File: src/utf8_word_splitter_macros.svh
// Assertion macros used by the word splitter back end
`ifndef UTF8_WORD_SPLITTER_MACROS_SVH
`define UTF8_WORD_SPLITTER_MACROS_SVH

// same-cycle implication
`define UWS_ASSERT_NOW(lbl, ante, cons, msg) \
  lbl: assert property (@(posedge clk) disable iff (!rst_n) (ante) |-> (cons)) else $error(msg);

// next-cycle implication
`define UWS_ASSERT_NEXT(lbl, ante, cons, msg) \
  lbl: assert property (@(posedge clk) disable iff (!rst_n) (ante) |=> (cons)) else $error(msg);

`endif

File: src/uws_pkg.sv
// Types, constants and byte classes shared by the word splitter modules
package uws_pkg;

  localparam int MAX_WORD_BYTES_DEF = 32;
  localparam int MIN_CHARS_W        = 6;
  localparam logic [MIN_CHARS_W-1:0] MIN_CHARS_RST = 6'd3;
  localparam int EVT_FIFO_DEPTH     = 4;
  localparam int PEND_SLOTS         = 4;

  localparam logic [7:0] BYTE_E2     = 8'he2;
  localparam logic [7:0] BYTE_C2     = 8'hc2;
  localparam logic [7:0] BYTE_80     = 8'h80;
  localparam logic [7:0] BYTE_NBSP   = 8'ha0;
  localparam logic [7:0] BYTE_LSQUO  = 8'h98;
  localparam logic [7:0] BYTE_RSQUO  = 8'h99;
  localparam logic [7:0] BYTE_LDQUO  = 8'h9c;
  localparam logic [7:0] BYTE_RDQUO  = 8'h9d;
  localparam logic [7:0] BYTE_NDASH  = 8'h93;
  localparam logic [7:0] BYTE_MDASH  = 8'h94;
  localparam logic [7:0] BYTE_HELLIP = 8'ha6;
  localparam logic [7:0] BYTE_APOS   = 8'h27;
  localparam logic [7:0] BYTE_HYPHEN = 8'h2d;
  localparam logic [7:0] BYTE_SPACE  = 8'h20;
  localparam logic [7:0] BYTE_LOW_S  = 8'h73;
  localparam logic [7:0] BYTE_UP_S   = 8'h53;
  localparam logic [7:0] CONT_MASK   = 8'hc0;
  localparam logic [7:0] CONT_CODE   = 8'h80;

  typedef enum logic [1:0] {
    HOLD_NONE,
    HOLD_E2,
    HOLD_E2_80,
    HOLD_C2
  } hold_t;

  // one word-building step: append data, or end the current word
  typedef struct packed {
    logic [7:0] data;
    logic       flush;
  } uws_evt_t;

  function automatic logic is_letter(input logic [7:0] b);
    return (b >= 8'h80) || (b inside {[8'h41:8'h5a]}) || (b inside {[8'h61:8'h7a]});
  endfunction

  function automatic logic is_digit(input logic [7:0] b);
    return b inside {[8'h30:8'h39]};
  endfunction

  function automatic logic is_joiner(input logic [7:0] b);
    return (b == BYTE_APOS) || (b == BYTE_HYPHEN);
  endfunction

endpackage

File: src/uws_front.sv
// Front end: folds UTF-8 punctuation and turns each input beat into word events
module uws_front import uws_pkg::*; (
  input  logic       clk,
  input  logic       rst_n,
  input  logic       in_tvalid,
  output logic       in_tready,
  input  logic [7:0] in_tdata,   // text_byte
  input  logic       in_tlast,   // end_of_text
  output logic       evt_valid,
  input  logic       evt_ready,
  output uws_evt_t   evt
);

  hold_t       hold_r, hold_nxt;
  logic        started_r, started_nxt;
  uws_evt_t    pend_r [0:PEND_SLOTS-1];
  logic [2:0]  pend_cnt_r, pend_cnt_nxt;
  logic [2:0]  pend_idx_r, pend_idx_nxt;

  logic [7:0]  fb [0:2];
  logic [1:0]  fcnt;
  logic        fresh;
  uws_evt_t    ev [0:PEND_SLOTS-1];
  logic [2:0]  ecnt;
  logic        st;
  logic        pend_empty, pop, last_pop, accept;

  function automatic hold_t fresh_hold(input logic [7:0] b);
    if (b == BYTE_E2) return HOLD_E2;
    if (b == BYTE_C2) return HOLD_C2;
    return HOLD_NONE;
  endfunction

  assign pend_empty = (pend_idx_r == pend_cnt_r);
  assign evt_valid  = !pend_empty;
  assign evt        = pend_r[pend_idx_r[1:0]];
  assign pop        = evt_valid && evt_ready;
  assign last_pop   = pop && ((pend_idx_r + 3'd1) == pend_cnt_r);
  assign in_tready  = pend_empty || last_pop;
  assign accept     = in_tvalid && in_tready;

  // matcher next state
  always_comb begin
    hold_nxt = hold_r;
    if (accept) begin
      if (in_tlast) begin
        hold_nxt = HOLD_NONE;
      end else begin
        case (hold_r)
          HOLD_E2: begin
            hold_nxt = (in_tdata == BYTE_80) ? HOLD_E2_80 : fresh_hold(in_tdata);
          end
          HOLD_E2_80: begin
            if (in_tdata inside {BYTE_LSQUO, BYTE_RSQUO, BYTE_LDQUO, BYTE_RDQUO,
                                 BYTE_NDASH, BYTE_MDASH, BYTE_HELLIP}) begin
              hold_nxt = HOLD_NONE;
            end else begin
              hold_nxt = fresh_hold(in_tdata);
            end
          end
          HOLD_C2: begin
            hold_nxt = (in_tdata == BYTE_NBSP) ? HOLD_NONE : fresh_hold(in_tdata);
          end
          default: hold_nxt = fresh_hold(in_tdata);
        endcase
      end
    end
  end

  // matcher outputs: bytes passed on to the word classifier
  always_comb begin
    fb    = '{default: '0};
    fcnt  = '0;
    fresh = 1'b1;
    case (hold_r)
      HOLD_E2: begin
        if (in_tdata == BYTE_80) begin
          fresh = 1'b0;
          if (in_tlast) begin
            fb[0] = BYTE_E2;
            fb[1] = BYTE_80;
            fcnt  = 2'd2;
          end
        end else begin
          fb[0] = BYTE_E2;
          fcnt  = 2'd1;
        end
      end
      HOLD_E2_80: begin
        if (in_tdata inside {BYTE_LSQUO, BYTE_RSQUO}) begin
          fresh = 1'b0;
          fb[0] = BYTE_APOS;
          fcnt  = 2'd1;
        end else if (in_tdata inside {BYTE_LDQUO, BYTE_RDQUO, BYTE_NDASH, BYTE_MDASH,
                                      BYTE_HELLIP}) begin
          fresh = 1'b0;
          fb[0] = BYTE_SPACE;
          fcnt  = 2'd1;
        end else begin
          fb[0] = BYTE_E2;
          fb[1] = BYTE_80;
          fcnt  = 2'd2;
        end
      end
      HOLD_C2: begin
        if (in_tdata == BYTE_NBSP) begin
          fresh = 1'b0;
          fb[0] = BYTE_SPACE;
          fcnt  = 2'd1;
        end else begin
          fb[0] = BYTE_C2;
          fcnt  = 2'd1;
        end
      end
      default: begin
      end
    endcase
    if (fresh) begin
      if ((in_tdata == BYTE_E2) || (in_tdata == BYTE_C2)) begin
        if (in_tlast) begin
          fb[fcnt] = in_tdata;
          fcnt     = fcnt + 2'd1;
        end
      end else begin
        fb[fcnt] = in_tdata;
        fcnt     = fcnt + 2'd1;
      end
    end
  end

  // classify passed bytes into append / flush events
  always_comb begin
    ev   = '{default: '0};
    ecnt = '0;
    st   = started_r;
    for (int i = 0; i < 3; i++) begin
      if (2'(i) < fcnt) begin
        if (is_letter(fb[i]) || is_digit(fb[i]) || (is_joiner(fb[i]) && st)) begin
          ev[ecnt[1:0]] = '{data: fb[i], flush: 1'b0};
          ecnt          = ecnt + 3'd1;
          st            = 1'b1;
        end else if (st) begin
          ev[ecnt[1:0]] = '{data: '0, flush: 1'b1};
          ecnt          = ecnt + 3'd1;
          st            = 1'b0;
        end
      end
    end
    if (in_tlast && st) begin
      ev[ecnt[1:0]] = '{data: '0, flush: 1'b1};
      ecnt          = ecnt + 3'd1;
      st            = 1'b0;
    end
    started_nxt = accept ? st : started_r;
  end

  always_comb begin
    pend_cnt_nxt = pend_cnt_r;
    pend_idx_nxt = pend_idx_r;
    if (accept) begin
      pend_cnt_nxt = ecnt;
      pend_idx_nxt = '0;
    end else if (pop) begin
      pend_idx_nxt = pend_idx_r + 3'd1;
    end
  end

  always_ff @(posedge clk) begin
    if (!rst_n) begin
      hold_r     <= HOLD_NONE;
      started_r  <= 1'b0;
      pend_cnt_r <= '0;
      pend_idx_r <= '0;
    end else begin
      hold_r     <= hold_nxt;
      started_r  <= started_nxt;
      pend_cnt_r <= pend_cnt_nxt;
      pend_idx_r <= pend_idx_nxt;
    end
  end

  always_ff @(posedge clk) begin
    if (accept) begin
      pend_r <= ev;
    end
  end

endmodule

File: src/uws_fifo.sv
// Short event queue between front end and word builder
module uws_fifo import uws_pkg::*; (
  input  logic     clk,
  input  logic     rst_n,
  input  logic     s_valid,
  output logic     s_ready,
  input  uws_evt_t s_data,
  output logic     m_valid,
  input  logic     m_ready,
  output uws_evt_t m_data
);

  localparam int PTR_W = $clog2(EVT_FIFO_DEPTH);
  localparam int CNT_W = $clog2(EVT_FIFO_DEPTH + 1);

  uws_evt_t             slot_r [0:EVT_FIFO_DEPTH-1];
  logic [PTR_W-1:0]     wr_ptr_r, wr_ptr_nxt;
  logic [PTR_W-1:0]     rd_ptr_r, rd_ptr_nxt;
  logic [CNT_W-1:0]     count_r, count_nxt;
  logic                 push, take;

  assign s_ready = (count_r != CNT_W'(EVT_FIFO_DEPTH));
  assign m_valid = (count_r != '0);
  assign m_data  = slot_r[rd_ptr_r];
  assign push    = s_valid && s_ready;
  assign take    = m_valid && m_ready;

  always_comb begin
    wr_ptr_nxt = wr_ptr_r;
    rd_ptr_nxt = rd_ptr_r;
    count_nxt  = count_r;
    if (push) begin
      wr_ptr_nxt = (wr_ptr_r == PTR_W'(EVT_FIFO_DEPTH - 1)) ? '0 : wr_ptr_r + 1'b1;
    end
    if (take) begin
      rd_ptr_nxt = (rd_ptr_r == PTR_W'(EVT_FIFO_DEPTH - 1)) ? '0 : rd_ptr_r + 1'b1;
    end
    if (push && !take) begin
      count_nxt = count_r + 1'b1;
    end else if (take && !push) begin
      count_nxt = count_r - 1'b1;
    end
  end

  always_ff @(posedge clk) begin
    if (!rst_n) begin
      wr_ptr_r <= '0;
      rd_ptr_r <= '0;
      count_r  <= '0;
    end else begin
      wr_ptr_r <= wr_ptr_nxt;
      rd_ptr_r <= rd_ptr_nxt;
      count_r  <= count_nxt;
    end
  end

  always_ff @(posedge clk) begin
    if (push) begin
      slot_r[wr_ptr_r] <= s_data;
    end
  end

endmodule

File: src/uws_back.sv
// Back end: word builder with trim tracking, two-bank word store and byte emitter
`include "utf8_word_splitter_macros.svh"
module uws_back import uws_pkg::*; #(
  parameter int MAX_WORD_BYTES = MAX_WORD_BYTES_DEF
) (
  input  logic                   clk,
  input  logic                   rst_n,
  input  logic [MIN_CHARS_W-1:0] min_chars,
  input  logic                   evt_valid,
  output logic                   evt_ready,
  input  uws_evt_t               evt,
  output logic                   out_tvalid,
  input  logic                   out_tready,
  output logic [7:0]             out_tdata,
  output logic                   out_tlast
);

  localparam int IDX_W     = $clog2(MAX_WORD_BYTES);
  localparam int LEN_W     = $clog2(MAX_WORD_BYTES + 1);
  localparam int MEM_DEPTH = 2 ** (IDX_W + 1);
  localparam int CMP_W     = ((LEN_W > MIN_CHARS_W) ? LEN_W : MIN_CHARS_W) + 1;

  logic [7:0] mem [0:MEM_DEPTH-1];

  // builder
  logic             wr_bank_r, wr_bank_nxt;
  logic [LEN_W-1:0] word_length_r, word_length_nxt;
  logic [LEN_W-1:0] char_starts_r, char_starts_nxt;
  logic             digit_seen_r, digit_seen_nxt;
  logic             too_long_r, too_long_nxt;
  logic [LEN_W-1:0] lnj_len_r, lnj_len_nxt;
  logic [LEN_W-1:0] lnj_prev_r, lnj_prev_nxt;
  logic             s_case_r, s_case_nxt;
  logic             prev_apos_r, prev_apos_nxt;

  // emitter
  logic             em_busy_r, em_busy_nxt;
  logic             em_bank_r, em_bank_nxt;
  logic [LEN_W-1:0] em_len_r, em_len_nxt;
  logic [LEN_W-1:0] em_idx_r, em_idx_nxt;
  logic             rd_valid_r, rd_valid_nxt;
  logic [7:0]       rd_data_r;
  logic             rd_last_r;
  logic             out_valid_r, out_valid_nxt;
  logic [7:0]       out_data_r;
  logic             out_last_r;

  logic [LEN_W-1:0] final_len, chars;
  logic             worthy, append, store, flush_pop, handoff, rd_en, out_load;

  assign final_len = s_case_r ? lnj_prev_r : lnj_len_r;
  // trimmed bytes are ASCII, each one a character start
  assign chars     = char_starts_r - (word_length_r - final_len);
  assign worthy    = (final_len != '0) && !digit_seen_r && !too_long_r &&
                     (CMP_W'(chars) >= CMP_W'(min_chars));

  assign evt_ready = !evt.flush || !(worthy && em_busy_r);
  assign append    = evt_valid && !evt.flush;
  assign store     = append && (word_length_r < LEN_W'(MAX_WORD_BYTES));
  assign flush_pop = evt_valid && evt.flush && evt_ready;
  assign handoff   = flush_pop && worthy;

  always_comb begin
    wr_bank_nxt     = wr_bank_r;
    word_length_nxt = word_length_r;
    char_starts_nxt = char_starts_r;
    digit_seen_nxt  = digit_seen_r;
    too_long_nxt    = too_long_r;
    lnj_len_nxt     = lnj_len_r;
    lnj_prev_nxt    = lnj_prev_r;
    s_case_nxt      = s_case_r;
    prev_apos_nxt   = prev_apos_r;
    if (flush_pop) begin
      word_length_nxt = '0;
      char_starts_nxt = '0;
      digit_seen_nxt  = 1'b0;
      too_long_nxt    = 1'b0;
      lnj_len_nxt     = '0;
      lnj_prev_nxt    = '0;
      s_case_nxt      = 1'b0;
      prev_apos_nxt   = 1'b0;
      if (handoff) begin
        wr_bank_nxt = !wr_bank_r;
      end
    end else if (append) begin
      if (store) begin
        word_length_nxt = word_length_r + 1'b1;
        if ((evt.data & CONT_MASK) != CONT_CODE) begin
          char_starts_nxt = char_starts_r + 1'b1;
        end
        if (is_joiner(evt.data)) begin
          prev_apos_nxt = (evt.data == BYTE_APOS);
        end else begin
          lnj_prev_nxt  = lnj_len_r;
          lnj_len_nxt   = word_length_r + 1'b1;
          s_case_nxt    = ((evt.data == BYTE_LOW_S) || (evt.data == BYTE_UP_S)) && prev_apos_r;
          prev_apos_nxt = 1'b0;
        end
      end else begin
        too_long_nxt = 1'b1;
      end
      if (is_digit(evt.data)) begin
        digit_seen_nxt = 1'b1;
      end
    end
  end

  assign out_load = rd_valid_r && (!out_valid_r || out_tready);
  assign rd_en    = em_busy_r && (em_idx_r < em_len_r) && (!rd_valid_r || out_load);

  always_comb begin
    em_busy_nxt   = em_busy_r;
    em_bank_nxt   = em_bank_r;
    em_len_nxt    = em_len_r;
    em_idx_nxt    = em_idx_r;
    if (handoff) begin
      em_busy_nxt = 1'b1;
      em_bank_nxt = wr_bank_r;
      em_len_nxt  = final_len;
      em_idx_nxt  = '0;
    end else if (rd_en) begin
      em_idx_nxt = em_idx_r + 1'b1;
      if ((em_idx_r + 1'b1) == em_len_r) begin
        em_busy_nxt = 1'b0;
      end
    end
    rd_valid_nxt  = rd_en ? 1'b1 : (out_load ? 1'b0 : rd_valid_r);
    out_valid_nxt = out_load ? 1'b1 : (out_tready ? 1'b0 : out_valid_r);
  end

  always_ff @(posedge clk) begin
    if (!rst_n) begin
      wr_bank_r     <= 1'b0;
      word_length_r <= '0;
      char_starts_r <= '0;
      digit_seen_r  <= 1'b0;
      too_long_r    <= 1'b0;
      lnj_len_r     <= '0;
      lnj_prev_r    <= '0;
      s_case_r      <= 1'b0;
      prev_apos_r   <= 1'b0;
      em_busy_r     <= 1'b0;
      em_bank_r     <= 1'b0;
      em_len_r      <= '0;
      em_idx_r      <= '0;
      rd_valid_r    <= 1'b0;
      out_valid_r   <= 1'b0;
    end else begin
      wr_bank_r     <= wr_bank_nxt;
      word_length_r <= word_length_nxt;
      char_starts_r <= char_starts_nxt;
      digit_seen_r  <= digit_seen_nxt;
      too_long_r    <= too_long_nxt;
      lnj_len_r     <= lnj_len_nxt;
      lnj_prev_r    <= lnj_prev_nxt;
      s_case_r      <= s_case_nxt;
      prev_apos_r   <= prev_apos_nxt;
      em_busy_r     <= em_busy_nxt;
      em_bank_r     <= em_bank_nxt;
      em_len_r      <= em_len_nxt;
      em_idx_r      <= em_idx_nxt;
      rd_valid_r    <= rd_valid_nxt;
      out_valid_r   <= out_valid_nxt;
    end
  end

  always_ff @(posedge clk) begin
    if (store) begin
      mem[{wr_bank_r, word_length_r[IDX_W-1:0]}] <= evt.data;
    end
  end

  always_ff @(posedge clk) begin
    if (rd_en) begin
      rd_data_r <= mem[{em_bank_r, em_idx_r[IDX_W-1:0]}];
      rd_last_r <= ((em_idx_r + 1'b1) == em_len_r);
    end
  end

  always_ff @(posedge clk) begin
    if (out_load) begin
      out_data_r <= rd_data_r;
      out_last_r <= rd_last_r;
    end
  end

  assign out_tvalid = out_valid_r;
  assign out_tdata  = out_data_r;
  assign out_tlast  = out_last_r;

  `UWS_ASSERT_NOW(a_len_bound, 1'b1, word_length_r <= LEN_W'(MAX_WORD_BYTES), "word length over store size")
  `UWS_ASSERT_NOW(a_trim_bound, 1'b1, (lnj_prev_r <= lnj_len_r) && (lnj_len_r <= word_length_r), "trim point beyond word")
  `UWS_ASSERT_NOW(a_overflow_full, too_long_r, word_length_r == LEN_W'(MAX_WORD_BYTES), "overflow flagged before store full")
  `UWS_ASSERT_NOW(a_no_handoff_busy, handoff, !em_busy_r, "word handed to busy emitter")
  `UWS_ASSERT_NEXT(a_read_kept, rd_valid_r && out_valid_r && !out_tready, rd_valid_r, "read data lost under stall")

endmodule

File: src/utf8_word_splitter.sv
// Top level of the UTF-8 word splitter: config register, front end, event queue, back end
//
//  channel   dir  beat contents
//  in_*      in   tdata = text_byte, tlast = end_of_text
//  out_*     out  tdata = word_byte, tlast = last_of_word
//  cfg_*     in   wdata = min_chars, written when cfg_wen is high
//
// The front end takes a new text byte once all word events of the previous byte are passed on;
// a byte that releases a held partial sequence or ends the text gives up to four word events.
// Word bytes leave one per cycle while out_tready is high; two-bank store, registered read.
// A kept word's end waits while the last word is being emitted; the event queue absorbs it.
// Reset is synchronous; no clearing pass, store entries are read only after being written.
module utf8_word_splitter import uws_pkg::*; #(
  parameter int MAX_WORD_BYTES = MAX_WORD_BYTES_DEF
) (
  input  logic                   clk,
  input  logic                   rst_n,
  input  logic                   in_tvalid,
  output logic                   in_tready,
  input  logic [7:0]             in_tdata,   // [7:0] text_byte
  input  logic                   in_tlast,   // end_of_text
  output logic                   out_tvalid,
  input  logic                   out_tready,
  output logic [7:0]             out_tdata,  // [7:0] word_byte
  output logic                   out_tlast,  // last_of_word
  input  logic                   cfg_wen,
  input  logic [MIN_CHARS_W-1:0] cfg_wdata
);

  logic [MIN_CHARS_W-1:0] min_chars_r;
  logic                   fe_valid, fe_ready, be_valid, be_ready;
  uws_evt_t               fe_evt, be_evt;

  always_ff @(posedge clk) begin
    if (!rst_n) begin
      min_chars_r <= MIN_CHARS_RST;
    end else if (cfg_wen) begin
      min_chars_r <= cfg_wdata;
    end
  end

  uws_front u_front (
    .clk       (clk),
    .rst_n     (rst_n),
    .in_tvalid (in_tvalid),
    .in_tready (in_tready),
    .in_tdata  (in_tdata),
    .in_tlast  (in_tlast),
    .evt_valid (fe_valid),
    .evt_ready (fe_ready),
    .evt       (fe_evt)
  );

  uws_fifo u_fifo (
    .clk     (clk),
    .rst_n   (rst_n),
    .s_valid (fe_valid),
    .s_ready (fe_ready),
    .s_data  (fe_evt),
    .m_valid (be_valid),
    .m_ready (be_ready),
    .m_data  (be_evt)
  );

  uws_back #(
    .MAX_WORD_BYTES (MAX_WORD_BYTES)
  ) u_back (
    .clk        (clk),
    .rst_n      (rst_n),
    .min_chars  (min_chars_r),
    .evt_valid  (be_valid),
    .evt_ready  (be_ready),
    .evt        (be_evt),
    .out_tvalid (out_tvalid),
    .out_tready (out_tready),
    .out_tdata  (out_tdata),
    .out_tlast  (out_tlast)
  );

endmodule
File: config.mk
export PLATFORM = sky130hd
export DESIGN_NAME = utf8_word_splitter
export DESIGN_NICKNAME = d
export VERILOG_FILES = /design/src/uws_pkg.sv /design/src/uws_front.sv /design/src/uws_fifo.sv /design/src/uws_back.sv /design/src/utf8_word_splitter.sv
export VERILOG_INCLUDE_DIRS = /design/src /design/src/src
export SDC_FILE = /design/constraint.sdc
export NUM_CORES = 1
export LEC_CHECK = 0
export BUFFER_PORTS_ARGS = -buffer_cell sky130_fd_sc_hd__buf_2
export CAP_MARGIN = 0
export CORE_MARGIN = 3
export CORE_UTILIZATION = 55
export DETAILED_ROUTE_END_ITERATION = 6
export PLACE_DENSITY = 0.81
export SYNTH_ARGS = -nofsm -noshare
export SYNTH_HDL_FRONTEND = slang
export SYNTH_SLANG_ARGS = --single-unit
File: constraint.sdc
create_clock -name clk -period 8.8 [get_ports clk]
set_input_delay 1.32 -clock clk [delete_from_list [all_inputs] [get_ports clk]]
set_output_delay 1.32 -clock clk [all_outputs]
set_load 0.05 [all_outputs]
# Word-level counts from Yosys, hierarchy flattened
# Memory sizes are Yosys's and may differ from the RTL's. A register that Yosys moved wholly into a read port is not among the register bits.
# Index checks and enable logic that the tools add are counted.
# W data, S select, Z words.
# op_classes
addsub,14
n_lt_le_gt_ge,38
eq_ne,31
n_mux,133
bitwise,17
reduce_logical,90
# op_table
op,count
$mux W36,7
$and A32 B32 Y32,3
$not A32 Y32,3
$eq A8 B8 Y1 const B,11
$bwmux W36,2
$mux W24,3
$eq A8 B6 Y1 const B,8
$mux W8,8
$mux W9,7
$mux W1,57
$demux W9 S2,3
$mux W2,25
$ge A8 B7 Y1 const B,6
$le A8 B7 Y1 const B,6
$logic_and A1 B1 Y1,37
$mux W3,11
$ge A8 B6 Y1 const B,4
$le A8 B6 Y1 const B,4
$bwmux W24,1
$ge A8 B8 Y1 const B,3
$pmux W8 S3,1
$logic_or A1 B1 Y1,22
$add A6 B1 Y6 const B,3
$bmux W9 S2,1
37 further kinds,87
# word_totals
regBits,113
ramBits,548
in_bits,20
out_inout_bits,11
word_cells,359
memories,2
# mem_list
name,depth,word_bits,rd,rd_clocked_by_memory_dff,write_ports,line,source
u_back.mem,64,8,1,1,1,uws_back.sv:23,logic [7:0] mem [0:MEM_DEPTH-1];
u_fifo.slot_r,4,9,1,1,1,uws_fifo.sv:16,uws_evt_t slot_r [0:EVT_FIFO_DEPTH-1];

# Longest topological paths before layout
# depth
ltp_word,38
mapped_depth,30
mapped_depth_nobuf,28

# Hierarchy
# From an unflattened synthesis, not the netlist that was laid out.
# hier_totals
hier_cells,1827
hier_area_um2,29318.1
# modules_own_cells
mod,instances,cells_per_inst,area_per_inst_um2
uws_back,1,1290,23471.3
uws_front,1,420,3844.9
uws_fifo,1,98,1778.0
utf8_word_splitter,1,19,224.0

# Least setup slack after synthesis
# No wires, ideal clock.
# synth_path
path_kind,input to register
from,input port in_tdata[2]
to,register u_front.pend_r[22] (netlist bit) (data pin)
setup_time_ns,0.138
t_arrival_ns,7.162
setup_slack_ns,1.500
path_stages,28
path_buffers,2
path_cell_list,buf_2 > or4b_4 > or3_4 > a211oi_1 > a21oi_1 > inv_1 > ha_1 > clkbuf_1 > a21boi_1 > nor2_1 > a211o_1 > a32o_1 > o31a_1 > a211oi_1 > nor2_1 > ha_1 > nor3_1 > a21oi_1 > and3_4 > ha_1 > nor2b_1 > a21oi_1 > inv_1 > ha_1 > and2_4 > a21o_1 > o21bai_1 > nor2_1
# synth_lines
element,line,source
start: declaration,utf8_word_splitter.sv:20,"input logic [7:0] in_tdata,"
end signal: assignment,uws_front.sv:184,pend_r <= ev;
end: declaration,uws_front.sv:16,uws_evt_t pend_r [0:PEND_SLOTS-1];

==> key figures <==
Status
  • Status: completed

Place
  • DP Area: 0.02955 mm2
  • Port buffer count: 30
  • GP Congestion: 0.9193
  • Post-DP HPWL: 39.69 mm

STA
  • RSZ-0062 raised after global routing: false
  • Post-route clock skew: 0.02721 ns
  • Max frequency: 131.8 MHz
  • Slew HR: 0.1548
  • Worst-margin pin slew: 1.265 ns
  • Setup tns final: 0 ns
  • Final period utilization: 0.8625
  • Count of final max-slew check failures: 0
  • Final setup viols: 0
  • Final min period: 7.590 ns
  • Fin. Hold Viols: 0

CTS
  • Clk Tree Root Cell: clkbuf_16
  • CTS tree: yes
  • Post-CTS Hold Buffers: 0
  • Clk Latency, worst-skew pair: 0.61 ns
  • Worst-path clk slew: 0.07 ns
  • H-tree Lvls: 3
  • Post_cts resized: 0
  • Post-CTS Setup Repair Bufs: 0
  • Sink Count: 671
  • Clock Path Buffers: 3
  • Inserted Clock Buffers: 67

Detailed routing
  • TritonRoute pass-1 iters: 5
  • Iteration-0 DRC count of the detailed router: 1634
  • Antenna viol nets, final: 0
  • WL per Instance: 27.75 um
  • Via density: 6.470
  • WL final: 67.85 mm
  • Post-route DRC: 0
  • Vias: 15.82k

Global route
  • Total GRT Usage: 0.2493
  • Number of global-route vias before repair: 16.09k
  • Grt total ovfl: 0
  • Initial antenna violation count: 1
  • Pin count of the biggest net entering global routing: 117
  • First-pass GRT wire length: 103.2 mm

Worst setup path
  • Largest stage delay, worst path: 0.62 ns
  • Worst EP required: 9.26 ns
  • Slowest CP cell: or4b_4
  • Critical path peak fanout: 18
  • Most frequent CP cell: ha_1
  • Start of the worst register-to-register path: u_front.hold_r[0]$_SDFFE_PN0P_
  • Cell family with most CP delay: compound AO/OA/AOI/OAI gates
  • Arr. time, crit path: 8.05 ns
  • CP Class: in -> reg
  • CP endpoint kind: register
  • Crit path from: in_tdata[1]
  • Worst path buffer plus inverter count: 3
  • Critical Path Start Type: input pin

Yosys
  • Synthesized instance count: 1685
  • Syn nets: 1755
  • Seq/Total Area, Yosys: 0.6770
  • Yosys warns: 0
  • Yosys top cell by area: edfxtp_1
  • Synth top area cells: edfxtp_1 (63%), mux4_2 (15%), dfxtp_1 (4.8%), nor2_1 (2.1%), ha_1 (1.9%)
  • Post-Syn Area: 0.02874 mm2
  • Flops & latches, synth: 671
  • Post-synth EDFFs: 602
  • Top_reg_cell synth: edfxtp_1
  • Synth async-reset ratio: 0
  • Synth top area share: 0.6289
  • Synth cell types: 86
  • Avg Synthesized Cell Area: 17.06 um2

Cells and area
  • Multi-input gate area: 0.008717 mm2
  • N_diodes: 0
  • Number of nets in the layout: 1784
  • FF+latch area: 0.01947 mm2
  • Layout cells sized above 1: 0.2085
  • Filler Cell Count: 3569
  • Cell area after layout: 0.03159 mm2
  • P&R area growth vs syn: 9.916%

Floorplan
  • Total die area: 0.05504 mm2
  • Row count: 83
  • Ports: 31
  • Initial core utilization: 0.5580
  • Die Height: 234.6 um
  • Width of the die: 234.6 um
  • Core ar.: 0.05151 mm2

Worst hold path
  • Hold Startpoint: u_back.rd_data_r[5]$_DFFE_PP_
  • Hold Crit Class: reg -> reg

Flow run
  • MaxCap Viol Count: 0

Power and ir drop
  • Power Dens Cells: 301.2 mW/mm2
  • Maximum vdd drop: 288.0 uV
  • Pleak: 0.009913 uW
## metrics by stage
step / total power [uW] / cells / utilization / hold slack (ns) / setup slack (ns)
finish: 9515 / 2445 / 0.6134 / 0.4275 / 1.210
global route: 9897 / 2445 / 0.6134 / 0.4373 / 0.7285
CTS: 9549 / 2445 / 0.6134 / 0.4301 / 1.357
detailed placement: 6831 / 2325 / 0.5736 / 0.4072 / 0.7722
global placement: 6690 / 2325 / 0.5736 / 0.4082 / 0.8686
floorplan: 5993 / 1685 / - / 0.4003 / 1.500
## final cells by class
cell class | count | share of cell area
Sequential cell | 671 | 0.6162
Multi-Input combinational cell | 870 | 0.2759
Clock buffer | 94 | 0.05857
Tap cell | 680 | 0.02693
Timing Repair Buffer | 48 | 0.009425
Inverter | 56 | 0.006732
Clock inverter | 26 | 0.006218
## cell usage in the layout, fill, tap and decap left out, types with 12 or more instances in the layout
| cell type | n |
|---|---|
| a21oi_1 | 50 |
| inv_1 | 54 |
| mux2i_1 | 27 |
| buf_2 | 30 |
| xnor2_1 | 25 |
| nor2_1 | 157 |
| mux4_2 | 186 |
| nor3_1 | 19 |
| xor2_1 | 22 |
| o21ai_0 | 30 |
| ha_1 | 44 |
| nand2_1 | 66 |
| edfxtp_1 | 602 |
| buf_4 | 17 |
| clkbuf_16 | 69 |
| nor2b_1 | 25 |
| dfxtp_1 | 65 |
| clkbuf_1 | 22 |
| nand3_1 | 38 |
| a211oi_1 | 12 |
## cells by family after synthesis
| group | count (synthesis) | share of synthesized area |
|---|---|---|
| DFF | 671 | 0.6770 |
| and+or+nand+nor | 383 | 0.06516 |
| muxes | 221 | 0.1584 |
| AOI/OAI and AO/OA | 168 | 0.04061 |
| buffers and inverters | 144 | 0.02028 |
| adders and majority gates | 50 | 0.02333 |
| xor gates and xnor gates | 48 | 0.01528 |
## worst paths after layout
path                                                      end  slack, ns  depth (start not counted)
worst min-delay path            u_back.out_tdata[5]$_DFFE_PP_       0.43                          0
worst max-delay path             u_front.pend_r[22]$_DFFE_PP_       1.21                         27
worst max register to register   u_front.pend_r[22]$_DFFE_PP_       2.20                         28
worst min register to register  u_back.out_tdata[5]$_DFFE_PP_       0.43                          0
## cell usage after synthesis, types with 3 or more instances
| library cell | n |
|---|---|
| nor2b_1 | 25 |
| o21ai_1 | 4 |
| and2_1 | 11 |
| a21boi_0 | 5 |
| o21ai_0 | 30 |
| nand4b_1 | 3 |
| nor3_1 | 19 |
| nor4_1 | 5 |
| a21o_1 | 11 |
| nand3b_1 | 5 |
| and3_1 | 3 |
| dfxtp_1 | 69 |
| nor3b_1 | 6 |
| buf_1 | 19 |
| a211oi_2 | 3 |
| xnor2_1 | 25 |
| buf_2 | 8 |
| a31oi_1 | 5 |
| a21oi_1 | 50 |
| clkbuf_1 | 57 |
| buf_6 | 4 |
| mux2_2 | 7 |
| a211oi_1 | 12 |
| inv_1 | 54 |
| edfxtp_1 | 602 |
| nand2b_1 | 9 |
| nand4_1 | 6 |
| o21a_1 | 6 |
| or3_1 | 10 |
| mux2i_1 | 27 |
| fa_1 | 6 |
| mux4_2 | 186 |
| nor2_1 | 157 |
| nand2_1 | 66 |
| xor2_1 | 22 |
| ha_1 | 44 |
| a41oi_1 | 4 |
| nand3_1 | 38 |
## power by group
part / switching (uW) / total [uW] / internal, uW / leakage, uW
Clock: 1210 / 2720 / 1510 / 0.00101
Combinational: 1550 / 2210 / 660 / 0.00289
Sequential: 152 / 4590 / 4440 / 0.00601
## sequential cells by signal, summed over array words and instances (netlist names), 8 cells and up, named ones only
register / count
u_back.out_tdata: 8
u_fifo.slot_r: 36
u_front.pend_r: 36
u_back.mem: 512
u_back.rd_data_r: 8
## metal layers
layer	global-route usage	wire length [um]
met3	0.04495	5645
met1	0.3305	24960
met2	0.4238	35020
met4	0.08013	2207
met5	0	14
Power figures use the tool's default switching activity.
